[src/rtl/mmp_pkg.sv]
// shared constants, handler codes, types and the handler fallback function
// for the midi message parser; no dependencies
package mmp_pkg;

  localparam int unsigned DefaultDepth = 32;
  localparam int unsigned MaxDepth     = 64;
  localparam int unsigned MaxLenW      = $clog2(MaxDepth + 1);
  localparam int unsigned MsgLenW      = 6;
  localparam int unsigned CapW         = 6;
  localparam int unsigned EnW          = 7;
  localparam int unsigned CfgDataW     = 7;

  localparam logic [7:0] StatusMask = 8'h80;
  localparam logic [7:0] SysexStart = 8'hF0;
  localparam logic [7:0] SysexEnd   = 8'hF7;

  // configuration register indexes
  localparam logic RegEnable   = 1'b0;
  localparam logic RegCapacity = 1'b1;

  // handler codes
  localparam logic [2:0] HVoice   = 3'd0;
  localparam logic [2:0] HCc      = 3'd1;
  localparam logic [2:0] HRt      = 3'd2;
  localparam logic [2:0] HCommon  = 3'd3;
  localparam logic [2:0] HSysex   = 3'd4;
  localparam logic [2:0] HMtc     = 3'd5;
  localparam logic [2:0] HDefault = 3'd6;
  localparam logic [2:0] HNone    = 3'd7;

  // request from the parser to the emitter to send out a finished message
  typedef struct packed {
    logic               valid;
    logic [MaxLenW-1:0] len;
    logic [2:0]         hdl;
  } start_t;

  // first enabled of a, b, then default; HNone when nothing is enabled
  function automatic logic [2:0] pick_handler(logic [EnW-1:0] en, logic [2:0] a,
                                              logic [2:0] b);
    logic [7:0] en8;
    logic [2:0] h;
    en8 = {1'b0, en};
    h   = HNone;
    if (a != HNone && en8[a]) begin
      h = a;
    end else if (b != HNone && en8[b]) begin
      h = b;
    end else if (en8[HDefault]) begin
      h = HDefault;
    end
    return h;
  endfunction

endpackage

[src/rtl/mmp_store.sv]
// message store: single write port, one registered read port
// depends on nothing but its parameter
module mmp_store #(
  parameter int unsigned Depth = 32,
  localparam int unsigned AddrW = $clog2(Depth)
) (
  input  logic             clk_i,
  input  logic             we_i,
  input  logic [AddrW-1:0] waddr_i,
  input  logic [7:0]       wdata_i,
  input  logic             re_i,
  input  logic [AddrW-1:0] raddr_i,
  output logic [7:0]       rdata_o
);

  logic [7:0] mem_q [Depth];

  always_ff @(posedge clk_i) begin
    if (we_i) begin
      mem_q[waddr_i] <= wdata_i;
    end
  end

  // read data holds while no read is issued
  always_ff @(posedge clk_i) begin
    if (re_i) begin
      rdata_o <= mem_q[raddr_i];
    end
  end

endmodule

[src/rtl/mmp_ctrl.sv]
// parser control: mode, fill count, status byte copy, configuration and
// message classification; uses mmp_pkg, writes the message store
module mmp_ctrl #(
  parameter int unsigned Depth = mmp_pkg::DefaultDepth,
  localparam int unsigned AddrW = $clog2(Depth),
  localparam int unsigned CntW  = $clog2(Depth + 1)
) (
  input  logic                          clk_i,
  input  logic                          rst_ni,
  input  logic                          accept_i,
  input  logic [7:0]                    data_byte_i,
  input  logic                          cfg_we_i,
  input  logic                          cfg_idx_i,
  input  logic [mmp_pkg::CfgDataW-1:0]  cfg_data_i,
  output logic                          we_o,
  output logic [AddrW-1:0]              waddr_o,
  output mmp_pkg::start_t               start_o
);

  localparam logic [1:0] ModeIdle  = 2'd0;
  localparam logic [1:0] ModeMsg   = 2'd1;
  localparam logic [1:0] ModeSysex = 2'd2;

  logic [1:0]              mode_q, mode_d;
  logic [CntW-1:0]         fill_q, fill_d;
  logic [7:0]              s0_q, s0_d;
  logic [mmp_pkg::EnW-1:0] en_q;
  logic [mmp_pkg::CapW-1:0] cap_q;

  logic [CntW-1:0] cap_use, cap_new;
  logic [1:0]      mode_a;
  logic [CntW-1:0] fill_a, fill_b;
  logic            we;
  logic            done;
  logic [2:0]      chain_a, chain_b, hdl;
  logic [3:0]      hi;

  always_comb begin
    if (32'(cap_q) < Depth) cap_use = CntW'(cap_q);
    else                    cap_use = CntW'(Depth);
    if (32'(cfg_data_i[mmp_pkg::CapW-1:0]) < Depth) begin
      cap_new = CntW'(cfg_data_i[mmp_pkg::CapW-1:0]);
    end else begin
      cap_new = CntW'(Depth);
    end
  end

  always_comb begin
    mode_a  = mode_q;
    fill_a  = fill_q;
    mode_d  = mode_q;
    fill_d  = fill_q;
    s0_d    = s0_q;
    we      = 1'b0;
    fill_b  = fill_q;
    done    = 1'b0;
    chain_a = mmp_pkg::HNone;
    chain_b = mmp_pkg::HNone;

    // status byte handling
    if ((data_byte_i & mmp_pkg::StatusMask) != 8'h00) begin
      if (mode_q == ModeSysex) begin
        if (data_byte_i != mmp_pkg::SysexEnd) begin
          mode_a = ModeIdle;
          fill_a = '0;
        end
      end else if (data_byte_i == mmp_pkg::SysexStart) begin
        mode_a = ModeSysex;
        fill_a = '0;
      end else begin
        mode_a = ModeMsg;
        fill_a = '0;
      end
    end

    // append, or drop on overflow
    mode_d = mode_a;
    fill_b = fill_a;
    if (mode_a != ModeIdle) begin
      if (fill_a < cap_use) begin
        we     = 1'b1;
        fill_b = fill_a + CntW'(1);
      end else begin
        mode_d = ModeIdle;
        fill_b = '0;
      end
    end
    fill_d = fill_b;

    // entry zero is mirrored so the status byte is at hand
    if (we && fill_a == '0) s0_d = data_byte_i;
    hi = s0_d[7:4];

    if (mode_d == ModeMsg) begin
      case (fill_b)
        CntW'(1): begin
          if (s0_d inside {8'hF8, 8'hFA, 8'hFB, 8'hFC, 8'hFE, 8'hFF}) begin
            done = 1'b1; chain_a = mmp_pkg::HRt;
          end else if (s0_d == 8'hF6) begin
            done = 1'b1; chain_a = mmp_pkg::HCommon;
          end
        end
        CntW'(2): begin
          if (hi inside {4'hC, 4'hD}) begin
            done = 1'b1; chain_a = mmp_pkg::HVoice;
          end else if (s0_d == 8'hF1) begin
            done = 1'b1; chain_a = mmp_pkg::HMtc; chain_b = mmp_pkg::HCommon;
          end else if (s0_d == 8'hF3) begin
            done = 1'b1; chain_a = mmp_pkg::HCommon;
          end
        end
        CntW'(3): begin
          if (hi == 4'hB) begin
            done = 1'b1; chain_a = mmp_pkg::HCc; chain_b = mmp_pkg::HVoice;
          end else if (hi inside {4'h8, 4'h9, 4'hA, 4'hE}) begin
            done = 1'b1; chain_a = mmp_pkg::HVoice;
          end else if (s0_d == 8'hF2) begin
            done = 1'b1; chain_a = mmp_pkg::HCommon;
          end
        end
        default: ;
      endcase
    end else if (mode_d == ModeSysex && we && data_byte_i == mmp_pkg::SysexEnd) begin
      done = 1'b1; chain_a = mmp_pkg::HSysex;
    end

    hdl = mmp_pkg::pick_handler(en_q, chain_a, chain_b);
    if (done) begin
      mode_d = ModeIdle;
      fill_d = '0;
    end
  end

  always_ff @(posedge clk_i or negedge rst_ni) begin
    if (!rst_ni) begin
      mode_q <= ModeIdle;
      fill_q <= '0;
      en_q   <= '0;
      cap_q  <= mmp_pkg::CapW'(3);
    end else if (accept_i) begin
      mode_q <= mode_d;
      fill_q <= fill_d;
    end else if (cfg_we_i) begin
      if (cfg_idx_i == mmp_pkg::RegEnable) begin
        en_q <= cfg_data_i[mmp_pkg::EnW-1:0];
      end else begin
        cap_q <= cfg_data_i[mmp_pkg::CapW-1:0];
        if (fill_q > cap_new) fill_q <= cap_new;
      end
    end
  end

  always_ff @(posedge clk_i) begin
    if (accept_i) s0_q <= s0_d;
  end

  assign we_o    = accept_i && we;
  assign waddr_o = fill_a[AddrW-1:0];

  always_comb begin
    start_o.valid = accept_i && done && hdl != mmp_pkg::HNone;
    start_o.len   = mmp_pkg::MaxLenW'(fill_b);
    start_o.hdl   = hdl;
  end

  fill_in_range: assert property (@(posedge clk_i) disable iff (!rst_ni)
    fill_q <= cap_use)
    else $error("fill count above capacity in use");

  sysex_end_finishes: assert property (@(posedge clk_i) disable iff (!rst_ni)
    (accept_i && mode_q == ModeSysex && data_byte_i == mmp_pkg::SysexEnd
     && fill_q < cap_use) |=> mode_q == ModeIdle && fill_q == '0)
    else $error("sysex end byte did not close the message");

endmodule

[src/rtl/mmp_emit.sv]
// message emitter: walks the store, one read per cycle unless output stalls,
// drives the output register; uses mmp_pkg, the store's registered read port
module mmp_emit #(
  parameter int unsigned Depth = mmp_pkg::DefaultDepth,
  localparam int unsigned AddrW = $clog2(Depth),
  localparam int unsigned CntW  = $clog2(Depth + 1)
) (
  input  logic                        clk_i,
  input  logic                        rst_ni,
  input  mmp_pkg::start_t             start_i,
  output logic                        re_o,
  output logic [AddrW-1:0]            raddr_o,
  input  logic [7:0]                  rdata_i,
  output logic                        busy_o,
  output logic                        out_valid_o,
  input  logic                        out_stall_i,
  output logic [7:0]                  msg_byte_o,
  output logic [mmp_pkg::MsgLenW-1:0] msg_length_o,
  output logic [2:0]                  handler_o,
  output logic                        last_o
);

  logic            emit_q;
  logic [CntW-1:0] ptr_q, len_q, idx1_q;
  logic [2:0]      hdl_q;
  logic            dv_q;      // read data register holds a byte
  logic            ov_q;
  logic            move1;
  logic [CntW+mmp_pkg::MsgLenW-1:0] len_ext;

  // the read data register is the first stage, the output register the second
  assign move1   = dv_q && (!ov_q || !out_stall_i);
  assign re_o    = emit_q && (!dv_q || move1);
  assign raddr_o = ptr_q[AddrW-1:0];
  assign busy_o  = emit_q || dv_q || ov_q;

  always_ff @(posedge clk_i or negedge rst_ni) begin
    if (!rst_ni) begin
      emit_q <= 1'b0;
      ptr_q  <= '0;
      dv_q   <= 1'b0;
      ov_q   <= 1'b0;
    end else begin
      if (start_i.valid) begin
        emit_q <= 1'b1;
        ptr_q  <= '0;
      end else if (re_o) begin
        ptr_q <= ptr_q + CntW'(1);
        if (ptr_q + CntW'(1) == len_q) emit_q <= 1'b0;
      end
      if (re_o)       dv_q <= 1'b1;
      else if (move1) dv_q <= 1'b0;
      if (move1)                   ov_q <= 1'b1;
      else if (ov_q && !out_stall_i) ov_q <= 1'b0;
    end
  end

  always_ff @(posedge clk_i) begin
    if (start_i.valid) begin
      len_q <= start_i.len[CntW-1:0];
      hdl_q <= start_i.hdl;
    end
    if (re_o) idx1_q <= ptr_q;
    if (move1) begin
      msg_byte_o <= rdata_i;
      last_o     <= (idx1_q + CntW'(1) == len_q);
    end
  end

  assign len_ext      = {{mmp_pkg::MsgLenW{1'b0}}, len_q};
  assign msg_length_o = len_ext[mmp_pkg::MsgLenW-1:0];
  assign handler_o    = hdl_q;
  assign out_valid_o  = ov_q;

  read_in_message: assert property (@(posedge clk_i) disable iff (!rst_ni)
    re_o |-> ptr_q < len_q)
    else $error("store read past the end of the message");

  start_when_idle: assert property (@(posedge clk_i) disable iff (!rst_ni)
    start_i.valid |-> !busy_o)
    else $error("new message started while emitting");

  last_after_reads: assert property (@(posedge clk_i) disable iff (!rst_ni)
    (ov_q && last_o) |-> !emit_q)
    else $error("last byte shown with reads still pending");

endmodule

[src/rtl/midi_message_parser.sv]
// midi_message_parser: takes one byte per cycle while parsing. A status byte
// opens a message, and there is no running status. Each finished message
// with an enabled handler is streamed from the message store's read port at
// one byte per cycle while the output is not stalled, and input is stalled
// until it has left. There is no clearing pass after reset. Configuration
// writes must be made only while idle; the block itself does not enforce it.
module midi_message_parser #(
  parameter int unsigned BufferDepth = mmp_pkg::DefaultDepth,
  localparam int unsigned AddrW = $clog2(BufferDepth)
) (
  input  logic                        clk_i,
  input  logic                        rst_ni,
  input  logic                        in_valid_i,
  output logic                        in_stall_o,
  input  logic [7:0]                  data_byte_i,
  input  logic                        cfg_we_i,
  input  logic                        cfg_idx_i,
  input  logic [mmp_pkg::CfgDataW-1:0] cfg_data_i,
  output logic                        out_valid_o,
  input  logic                        out_stall_i,
  output logic [7:0]                  msg_byte_o,
  output logic [mmp_pkg::MsgLenW-1:0] msg_length_o,
  output logic [2:0]                  handler_o,
  output logic                        last_o
);

  logic            accept;
  logic            busy;
  logic            we;
  logic [AddrW-1:0] waddr;
  logic            re;
  logic [AddrW-1:0] raddr;
  logic [7:0]      rdata;
  mmp_pkg::start_t start;

  // input waits until a message has fully left, so reads never meet writes
  assign in_stall_o = busy;
  assign accept     = in_valid_i && !busy;

  mmp_ctrl #(.Depth(BufferDepth)) u_ctrl (
    .clk_i       (clk_i),
    .rst_ni      (rst_ni),
    .accept_i    (accept),
    .data_byte_i (data_byte_i),
    .cfg_we_i    (cfg_we_i),
    .cfg_idx_i   (cfg_idx_i),
    .cfg_data_i  (cfg_data_i),
    .we_o        (we),
    .waddr_o     (waddr),
    .start_o     (start)
  );

  mmp_store #(.Depth(BufferDepth)) u_store (
    .clk_i   (clk_i),
    .we_i    (we),
    .waddr_i (waddr),
    .wdata_i (data_byte_i),
    .re_i    (re),
    .raddr_i (raddr),
    .rdata_o (rdata)
  );

  mmp_emit #(.Depth(BufferDepth)) u_emit (
    .clk_i        (clk_i),
    .rst_ni       (rst_ni),
    .start_i      (start),
    .re_o         (re),
    .raddr_o      (raddr),
    .rdata_i      (rdata),
    .busy_o       (busy),
    .out_valid_o  (out_valid_o),
    .out_stall_i  (out_stall_i),
    .msg_byte_o   (msg_byte_o),
    .msg_length_o (msg_length_o),
    .handler_o    (handler_o),
    .last_o       (last_o)
  );

endmodule

[config.mk]
export PLATFORM = sky130hd
export DESIGN_NAME = midi_message_parser
export DESIGN_NICKNAME = d
export VERILOG_FILES = /design/src/rtl/mmp_pkg.sv /design/src/rtl/mmp_store.sv /design/src/rtl/mmp_ctrl.sv /design/src/rtl/mmp_emit.sv /design/src/rtl/midi_message_parser.sv
export SDC_FILE = /design/constraint.sdc
export NUM_CORES = 1
export LEC_CHECK = 0
export CAP_MARGIN = 20
export CORE_ASPECT_RATIO = 1.2
export CORE_MARGIN = 1.5
export CORE_UTILIZATION = 53
export DETAILED_ROUTE_END_ITERATION = 12
export DONT_BUFFER_PORTS = 1
export PLACE_DENSITY_LB_ADDON = 0.15
export SETUP_SLACK_MARGIN = 0.3
export SYNTH_ARGS = -nofsm -noshare
export SYNTH_HDL_FRONTEND = slang
export SYNTH_SLANG_ARGS = --single-unit
[constraint.sdc]
create_clock -name clk_i -period 11.5 [get_ports clk_i]
set_clock_uncertainty 0.15 [all_clocks]
set_input_delay 1.15 -clock clk_i [delete_from_list [all_inputs] [get_ports clk_i]]
set_output_delay 1.15 -clock clk_i [all_outputs]
set_load 0.01 [all_outputs]
==> impl_metrics.ini, run 1 <==
[synthesis]
synth_fa_ha_area_share_pct = 1.32
ys.flop_type = edfxtp_1
synth-edff-count = 296
synth_area_leader_cell = edfxtp_1
synth.area.top_cells = edfxtp_1 62%, mux4_2 13%, dfrtp_1 4.9%, mux2_2 1.7%, nor2_1 1.7%
ys_ff_latch = 326
synth-xor-area-share_pct = 1.17
yosys-mux-area-fraction_pct = 15.1
synth-simple-area-share_pct = 7.82
synthCells = 857
synth_warnings = 0
synth-compound-area-share_pct = 5.31
ys_types = 78
synthArstFlopShare_pct = 9.20
synth_top_family_by_area = multiplexers
synth_top_area_share_pct = 62.3
synthesis.area_sq_um = 14300
syn_avg_cell_area_sq_um = 16.6
syn_nets = 893
seq_area_frac_synth_pct = 67.6
synthTopCellsByCount = 296 x edfxtp_1, 80 x mux4_2, 65 x nor2_1, 47 x nand2_1, 29 x o21ai_0
synth_most_common_cell = edfxtp_1

[critical_path]
reg2reg_to = u_emit.msg_length_o[2]$_DFFE_PN_
r2r_start = u_ctrl.mode_q[0]$_DFFE_PN0P_
cp.buffers_inverters = 1
r2r_cells = 15
cp_slowest_cell = o221a_1
crit_path_end_kind = register
cp_data_arrival_time_ns = 5.92
required_ns = 11.49
cp_slowest_stage_delay_ns = 0.78
r2r_setup_slack_ns = 5.72
start_kind = input port
crit_chain = nand4b_2 > o31ai_2 > and2_1 > ha_1 > nand2_1 > nor4_1 > o41ai_2 > a211oi_2 > o21a_2 > inv_2 > a311oi_2 > a21oi_1 > mux2i_1 > mux2i_1 > o221a_1
worst-setup-path-type = input port to register
path_common_cell = mux2i_1
path_max_fanout = 36
cp_top_family = compound AO/OA/AOI/OAI gates

[placed_design]
placed_area_sq_um = 14600
hpwl_mm = 20.5
place_ws_ns = 5.18
routabilityCongestion = 0.957
placedCellCount = 1165
portBuffers = 0

[clock_tree]
cts_max_level = 2
cts.root.buffer_cell = clkbuf_16
cts_tree = yes
cts_setup_buffers = 0
clk_path_buf_depth = 3
cts_buffers = 35
cts_hold_buf = 0
clk_pin_slew_ns = 0.06
cts_resized = 0
cts.sinks = 326
clock_latency_ns = 0.54

[sta]
slew_headroom_pct = 26.8
rsz0062_at_grt = no
max_freq_mhz = 169
final-max-slew-violation-count = 0
finalSetupViolCount = 0
fin_setup_tns_ns = 0
final-hold-violation-count = 0
hold_ws_ns = 0.168
worst_slack_ns = 5.57
finalCritPeriodShare_pct = 51.5
tightest_slew_ns = 1.09
fin_crit_ns = 5.93

[cells_and_area]
fin_cells = 1235
antennaDiodeCount = 0
fin_area_sq_um = 15900
nFillCells = 1937
drive_above_1_share_pct = 22.8
final_nets = 909
areaGrowthSynthToFinish_pct = 11.4

[pwr]
ir_drop_v = 0.000116
p_int_w = 0.00265
power.switching_w = 0.00118
seqPwrFrac_pct = 40.9
leakagePower_nw = 5.19
pwr-share-comb_pct = 28.5
sw_frac_of_total_pct = 30.9
p_clk_share_pct = 30.7
p_per_area_nw_per_um2 = 241

[global_routing]
grt_max_degree = 63
track_usage_pct = 22.9
antenna_found_initial = 0
grt_pass1_wl_mm = 47.8
overflow = 0
first_global_vias = 7939

[floorplan]
io_pins = 41
die-height_um = 183
die_w_um = 153
die-area_sq_um = 27900
rows = 65
core-area_sq_um = 26400
start_util_pct = 54.1

[detailed_routing]
vias = 7821
viasPerCell = 6.33
routedWlPerCell_um = 25.4
wl_mm = 31.4
dr.first_iter.drc_count = 661
final_antenna_net_count = 0
first_pass_iters = 5
drc = 0

[run]
cap_violations = 0

[worst_hold_path]
hp-class = input port to asynchronous set/reset pin

[run_status]
status = finished, final reports clean
==> worst reg2reg max path, stage by stage (launching register included) <==
cell,delay [ns]
dfrtp_1,0.44
nand2b_1,0.28
o31ai_2,0.79
and2_1,0.30
ha_1,0.16
nand2_1,0.05
nor4_1,0.28
o41ai_2,0.12
a211oi_2,0.72
o21a_2,0.33
inv_2,0.10
a311oi_2,0.33
a21oi_1,0.14
mux2i_1,0.13
mux2i_1,0.27
o221a_1,0.79
==> flip-flops by register name, indices dropped and copies added (netlist names) <==
| name | cells |
|---|---|
| u_store.mem_q | 256 |
| u_ctrl.s0_q | 8 |
| u_emit.msg_byte_o | 8 |
| u_store.rdata_o | 8 |
| u_ctrl.en_q | 7 |
| u_ctrl.cap_q | 6 |
| u_ctrl.fill_q | 6 |
| u_emit.idx1_q | 6 |
| u_emit.msg_length_o | 6 |
| u_emit.ptr_q | 6 |
| u_emit.handler_o | 3 |
| u_ctrl.mode_q | 2 |
| u_emit.dv_q | 1 |
| u_emit.emit_q | 1 |
| u_emit.last_o | 1 |
| u_emit.out_valid_o | 1 |
==> per-layer routing <==
layer	global-route usage (%)	up-vias	share of wire [%]
met4	7.08	0	2.0
met1	30.6	4055	41
met5	0	-	0
li1	-	3445	-
met3	4.27	45	6.1
met2	38.4	276	50
==> logic make-up after synthesis <==
| family | Yosys count |
|---|---|
| buffers and inverters | 59 |
| and+or+nand+nor | 219 |
| muxes | 112 |
| xor gates and xnor gates | 19 |
| DFF | 326 |
| AOI/OAI and AO/OA | 107 |
| adders and majority gates | 15 |
==> stage by stage <==
stage / util [%] / power [W]
final: 60.3 / 0.00383
after global routing: 60.3 / 0.00401
after CTS: 60.1 / 0.00386
after detailed placement: 55.5 / 0.00268
after global placement: 55.3 / 0.00264
after floorplan: - / 0.00239
==> power groups by stage <==
| stage | sequential (W) | clock [W] | combinational, W |
|---|---|---|---|
| 2_1_floorplan | 0.00151 | 0 | 0.000883 |
| 3_3_place_gp | 0.00158 | 0 | 0.00106 |
| 3_5_place_dp | 0.00159 | 0 | 0.00109 |
| 4_1_cts | 0.00157 | 0.00120 | 0.00109 |
| 5_1_grt | 0.00158 | 0.00125 | 0.00118 |
| 6_report | 0.00157 | 0.00118 | 0.00109 |
==> placed cells by master (no fill, tap or decap), types with 3 or more instances in the layout <==
master,count
and3_1,8
nand3_1,23
mux2i_1,9
xnor2_1,14
nor4_1,3
clkbuf_16,35
clkinv_2,4
nor2b_1,7
buf_6,7
nand2b_1,9
nand4b_1,4
buf_4,5
clkinv_1,8
nand2_1,47
ha_1,15
nor2_2,3
nor2_1,65
mux4_2,80
and2_1,3
o21a_1,4
o211ai_1,3
edfxtp_1,296
nand4_1,10
a31oi_1,6
dfrtp_1,26
inv_1,22
bufinv_16,6
nor3b_1,5
nor3_1,12
o21ai_0,29
a22oi_1,6
or3_1,5
a21o_1,3
a21oi_1,24
a21oi_2,3
mux2_2,22
xor2_1,5
clkinvlp_4,4
==> final cells by class <==
cell class	instances	area, sq um	share of cell area, %
sequential	326	9650	60.7
clock inverter	27	338	2.13
clock buffer	37	893	5.62
inverter	24	90.1	0.567
multi-input combinational	472	4380	27.6
timing repair buffer	14	126	0.795
tap	335	419	2.64
==> worst max path at each step <==
stage | cells past startpoint | to | slack (ns) | start
after floorplan | 17 | u_emit.handler_o[0]$_DFFE_PN_ | 6.25 | data_byte_i[3]
after global placement | 15 | u_emit.msg_length_o[2]$_DFFE_PN_ | 5.36 | data_byte_i[3]
after detailed placement | 15 | u_emit.msg_length_o[4]$_DFFE_PN_ | 5.18 | data_byte_i[3]
after CTS | 15 | u_emit.msg_length_o[2]$_DFFE_PN_ | 5.71 | data_byte_i[3]
after global routing | 14 | u_emit.msg_length_o[3]$_DFFE_PN_ | 5.10 | data_byte_i[3]
final | 15 | u_emit.msg_length_o[2]$_DFFE_PN_ | 5.57 | data_byte_i[3]
(Power assumes the default switching activity.)
==> run 2, diff against run 1 <==
- clock period: 11.5 -> 6 ns (I/O delays scaled with it)
==> run 2 against run 1 <==
Net effect: hold slack worse by 0.14 ns; core utilization up 0.25 points; final cell count up 1.2%; critical path type is now register to register; largest power group unchanged; highest routed layer unchanged.
==> impl_metrics.ini, run 2 (synthesis gave the netlist of run 1 again) <==
[critical_path]
path_common_cell = mux2i_1
cp_top_family = compound AO/OA/AOI/OAI gates
cp_slowest_stage_delay_ns = 0.70
crit_path_end_kind = register
required_ns = 6.07
start_kind = register
crit_chain = nand2b_1 > o31ai_2 > buf_4 > and2_1 > ha_1 > nand2_1 > nor4_1 > o41ai_2 > a211oi_2 > o21a_2 > inv_2 > a311oi_2 > a21oi_1 > mux2i_1 > mux2i_1 > o221a_2
cp.buffers_inverters = 2
path_max_fanout = 16
worst-setup-path-type = register to register
cp_data_arrival_time_ns = 5.16
cp_slowest_cell = a211oi_2

[sta]
final-hold-violation-count = 0
rsz0062_at_grt = no
fin_crit_ns = 5.09
tightest_slew_ns = 1.05
finalSetupViolCount = 0
fin_setup_tns_ns = 0
slew_headroom_pct = 29.6
finalCritPeriodShare_pct = 84.9
final-max-slew-violation-count = 0
max_freq_mhz = 196

[floorplan]
die-area_sq_um = 27900
die_w_um = 153
rows = 65
io_pins = 41
core-area_sq_um = 26400
start_util_pct = 54.1
die-height_um = 183

[clock_tree]
clk_pin_slew_ns = 0.07
cts_setup_buffers = 0
cts_tree = yes
clk_path_buf_depth = 3
cts_max_level = 1
cts.sinks = 326
cts.root.buffer_cell = clkbuf_16
clock_latency_ns = 0.57
cts_buffers = 31

[cells_and_area]
areaGrowthSynthToFinish_pct = 11.9
layout_commonest_cell = edfxtp_1
max_flop_register = u_store.mem_q
final_cell_mix = 296 x edfxtp_1, 80 x mux4_2, 65 x nor2_1
drive_above_1_share_pct = 23.1
final_nets = 925
largest_register_ffs = 256
nFillCells = 1940

[pwr]
leakagePower_nw = 5.25
p_total_w = 0.00714
p_per_area_nw_per_um2 = 447
ir_drop_v = 0.000249

[global_routing]
overflow = 0
grt_pass1_wl_mm = 47.9
first_global_vias = 7968
antenna_found_initial = 2
track_usage_pct = 23.0
grt_max_degree = 45

[placed_design]
hpwl_mm = 20.8
routabilityCongestion = 0.891
portBuffers = 0

[detailed_routing]
routedWlPerCell_um = 25.4
wl_mm = 31.7
first_pass_iters = 5
vias = 7812
dr.first_iter.drc_count = 701
drc = 0
final_antenna_net_count = 0
viasPerCell = 6.25

[worst_hold_path]
hp-class = input port to register

[run]
cap_violations = 0

[run_status]
status = finished, final reports clean
run 2: cell types whose count changed in the layout (fill, tap and decap cells not counted), sizes merged:
cell / before / now
inv: 25 / 26
buf: 14 / 23
clkinvlp: 4 / 1
clkinv: 16 / 17
bufinv: 6 / 5
clkbuf: 37 / 34
diode: 0 / 1
dlygate4sd3: 0 / 10
run 2: final timing paths:
check                                        startpoint                               end  slack, ns  depth (start not counted)
setup / recovery           u_ctrl.mode_q[0]$_DFFE_PN0P_  u_emit.msg_length_o[5]$_DFFE_PN_       0.91                         16
hold reg to reg            u_store.rdata_o[3]$_DFFE_PP_    u_emit.msg_byte_o[3]$_DFFE_PP_       0.27                          0
max in group asynchronous                        rst_ni       u_ctrl.cap_q[0]$_DFFE_PN1P_       5.13                          2
min in group asynchronous                        rst_ni           u_emit.dv_q$_DFFE_PN0P_       0.33                          2
setup reg to reg           u_ctrl.mode_q[0]$_DFFE_PN0P_  u_emit.msg_length_o[5]$_DFFE_PN_       0.91                         16
hold / removal                            cfg_data_i[1]       u_ctrl.cap_q[1]$_DFFE_PN1P_       0.03                          1
run 2: timing repair:
action                                 CTS  global route
endpoints found under the hold margin  289             0
hold buffers                            13             0
setup endpoints to repair                0             9
gates resized for setup                  0             1
run 2: power by group:
part | internal [W] | switching [W]
Combinational | 0.000992 | 0.00111
Clock | 0.00117 | 0.000836
Sequential | 0.00274 | 0.000290
Total | 0.00490 | 0.00224
run 2: through the flow:
step                setup slack (ns)  instances  util (%)  hold slack, ns  area, sq um
floorplan                       1.30        857         -           0.154        14300
global route                   0.561       1249      60.6         0.00815        16000
finish                         0.907       1250      60.6          0.0313        16000
global placement               0.745       1171      55.6           0.155        14600
detailed placement             0.537       1171      55.6           0.155        14600
CTS                            0.680       1242      60.2          0.0123        15900
run 2: area by class of cell:
class / instances / area [sq um] / area share (%)
antenna: 1 / 2.50 / 0.0157
clock buffer: 33 / 783 / 4.91
clock inverter: 25 / 280 / 1.76
inverter: 24 / 90.1 / 0.564
multi-input combinational: 472 / 4380 / 27.5
sequential: 326 / 9650 / 60.4
tap: 335 / 419 / 2.63
timing repair buffer: 34 / 358 / 2.24
run 2: worst register-to-register path, stage by stage (launching register included):
cell      delay (ns)
dfrtp_1         0.42
nand2b_1        0.24
o31ai_2         0.26
buf_4           0.22
and2_1          0.23
ha_1            0.16
nand2_1         0.05
nor4_1          0.28
o41ai_2         0.12
a211oi_2        0.70
o21a_2          0.33
inv_2           0.09
a311oi_2        0.34
a21oi_1         0.15
mux2i_1         0.15
mux2i_1         0.27
o221a_2         0.55
run 2: metal layers:
metal / up-vias / GRT usage [%] / part of all wire [%]
met5: - / 0 / 0
met4: 0 / 6.08 / 1.9
met3: 47 / 3.66 / 5.9
met2: 285 / 38.9 / 51
met1: 4005 / 31.3 / 42
li1: 3475 / - / -
==> run 3, diff against run 2 <==
- clock period: 6 -> 4.1 ns (I/O delays scaled with it)
==> run 3 against run 2 <==
Net effect: the run now ends with negative setup slack left; via count grew 4.7%; flip-flop and latch count is the same; register-to-register slack got worse by 0.96 ns; power rose by 50%; count of clock-buffer cells in the layout up 7; wire length up 4.4%; non-clock buffer count up 92; sequential share of layout area decreased by 3.1 points; setup slack worse by 0.96 ns; die area unchanged; core utilization up 3.2 points; highest routed layer unchanged.
==> impl_metrics.ini, run 3 (synthesis gave the netlist of run 1 again) <==
[clock_tree]
cts_max_level = 1
cts.sinks = 326
cts_buffers = 30
cts.root.buffer_cell = clkbuf_16
clock_latency_ns = 0.56
cts_tree = yes
clk_pin_slew_ns = 0.06
clk_path_buf_depth = 3

[cells_and_area]
areaGrowthSynthToFinish_pct = 17.9
largest_register_ffs = 256
antennaDiodeCount = 0
fin_cells = 1335
fin_area_sq_um = 16800
max_flop_register = u_store.mem_q
final_nets = 1016
fin_util_pct = 63.8
final_cell_mix = 296 x edfxtp_1, 95 x buf_4, 80 x mux4_2
drive_above_1_share_pct = 30.6
layout_commonest_cell = edfxtp_1

[sta]
fin_crit_ns = 4.16
rsz0062_at_grt = yes
slew_headroom_pct = 22.2
finalCritPeriodShare_pct = 101
final-hold-violation-count = 0
finalSetupViolCount = 14
tightest_slew_ns = 1.16
worst_slack_ns = -0.0569
final-max-slew-violation-count = 0
max_freq_mhz = 241

[floorplan]
die-height_um = 183
io_pins = 41
start_util_pct = 54.1
die-area_sq_um = 27900
rows = 65
core-area_sq_um = 26400
die_w_um = 153

[placed_design]
placedCellCount = 1250
portBuffers = 0
routabilityCongestion = 0.876
hpwl_mm = 21.4
place_ws_ns = -0.216
placed_area_sq_um = 15400

[critical_path]
required_ns = 4.40
path_max_fanout = 7
worst-setup-path-type = register to register
cp_data_arrival_time_ns = 4.45
crit_path_end_kind = register
start_kind = register

[run_status]
violations = negative setup slack
status = finished with violations

[detailed_routing]
viasPerCell = 6.13
wl_mm = 33.1
dr.first_iter.drc_count = 652
final_antenna_net_count = 0
drc = 0
routedWlPerCell_um = 24.8
first_pass_iters = 5
vias = 8182

[global_routing]
overflow = 0
grtUsageMet2_pct = 41.1
grt_util_met1_pct = 33.0
track_usage_pct = 24.2
grt_max_degree = 35
grt_pass1_wl_mm = 50.6
first_global_vias = 8438
antenna_found_initial = 2
busiest_layer = met2
grt_use_met3_pct = 3.44

[pwr]
ir_drop_v = 0.000331
p_per_area_nw_per_um2 = 635
p_total_w = 0.0107
leakagePower_nw = 5.67

[run]
cap_violations = 0

[worst_hold_path]
hp-class = input port to register
## run 3: cell types whose count changed in the layout (fill, tap and decap cells not counted), moves of 4 or more
cell           previous run  this run
a22oi_2                   0         4
nor2_4                    0         4
a22oi_1                   6         2
buf_4                    15        95
clkbuf_1                  2        10
clkinv_2                  8         4
dlygate4sd3_1            10        17
buf_12                    3         7
bufinv_16                 5         1
## run 3: cell type report
cell class,count,area [sq um]
flip-flops and latches,326,9650
fillers,1885,9540
multi-input cells,472,4610
repair buffers,126,1150
clock buffers,40,788
well taps,335,419
clock inverters,12,106
inverters,24,92.6
## run 3: repair_timing
| item | 4_1_cts | 5_1_grt |
|---|---|---|
| hold endpoints to repair | 314 | 0 |
| hold buffers | 21 | 0 |
| gates resized for setup | 10 | 23 |
| pin swaps | 13 | 15 |
| endpoints found under the setup margin | 27 | 27 |
| buffers inserted | 1 | 7 |
| gates cloned | 0 | 1 |
## run 3: final timing paths
check                                              from                        endpoint  slack [ns]  depth (start not counted)
max reg2reg                u_ctrl.mode_q[0]$_DFFE_PN0P_       u_emit.emit_q$_DFFE_PN0P_       -0.06                         18
min reg2reg                u_store.rdata_o[2]$_DFFE_PP_  u_emit.msg_byte_o[2]$_DFFE_PP_        0.27                          0
min                                      data_byte_i[3]        u_ctrl.s0_q[3]$_DFFE_PP_        0.03                          2
min in group asynchronous                        rst_ni         u_emit.dv_q$_DFFE_PN0P_        0.14                          2
max                        u_ctrl.mode_q[0]$_DFFE_PN0P_       u_emit.emit_q$_DFFE_PN0P_       -0.06                         18
max in group asynchronous                        rst_ni     u_ctrl.cap_q[0]$_DFFE_PN1P_        3.41                          2
## run 3: report_power, final
group          leakage, nW  total (W)  switching, W  internal [W]
sequential            3.03    0.00441      0.000404       0.00401
combinational         2.21    0.00372       0.00184       0.00189
clock                0.431    0.00255       0.00114       0.00141
## run 3: stage by stage
step	setup TNS [ns]	hold WS, ns
global route	-3.15	0.0184
detailed placement	-3.13	-0.0350
CTS	-0.418	0.00769
floorplan	-2.00	-0.0356
global placement	-1.07	-0.0349
finish	-0.508	0.0261
## run 3: routing by layer
| layer | wire (um) | part of all wire (%) | up-vias |
|---|---|---|---|
| li1 | - | - | 3655 |
| met1 | 14000 | 42 | 4254 |
| met2 | 16700 | 51 | 224 |
| met4 | 775 | 2.3 | 0 |
| met5 | 0 | 0 | - |
| met3 | 1590 | 4.8 | 49 |
## run 3: worst max-delay path: stages, from the launching register on
cell      delay, ns
dfrtp_1        0.38
nand2b_4       0.16
o31ai_4        0.21
and2_4         0.20
ha_4           0.21
inv_4          0.06
a31oi_4        0.03
o41ai_4        0.39
a211oi_2       0.13
buf_4          0.18
buf_4          0.14
o221ai_4       0.21
nand2_1        0.08
o32a_1         0.30
o221a_4        0.26
or3_4          0.36
o221a_4        0.30
buf_12         0.15
nand2b_4       0.13
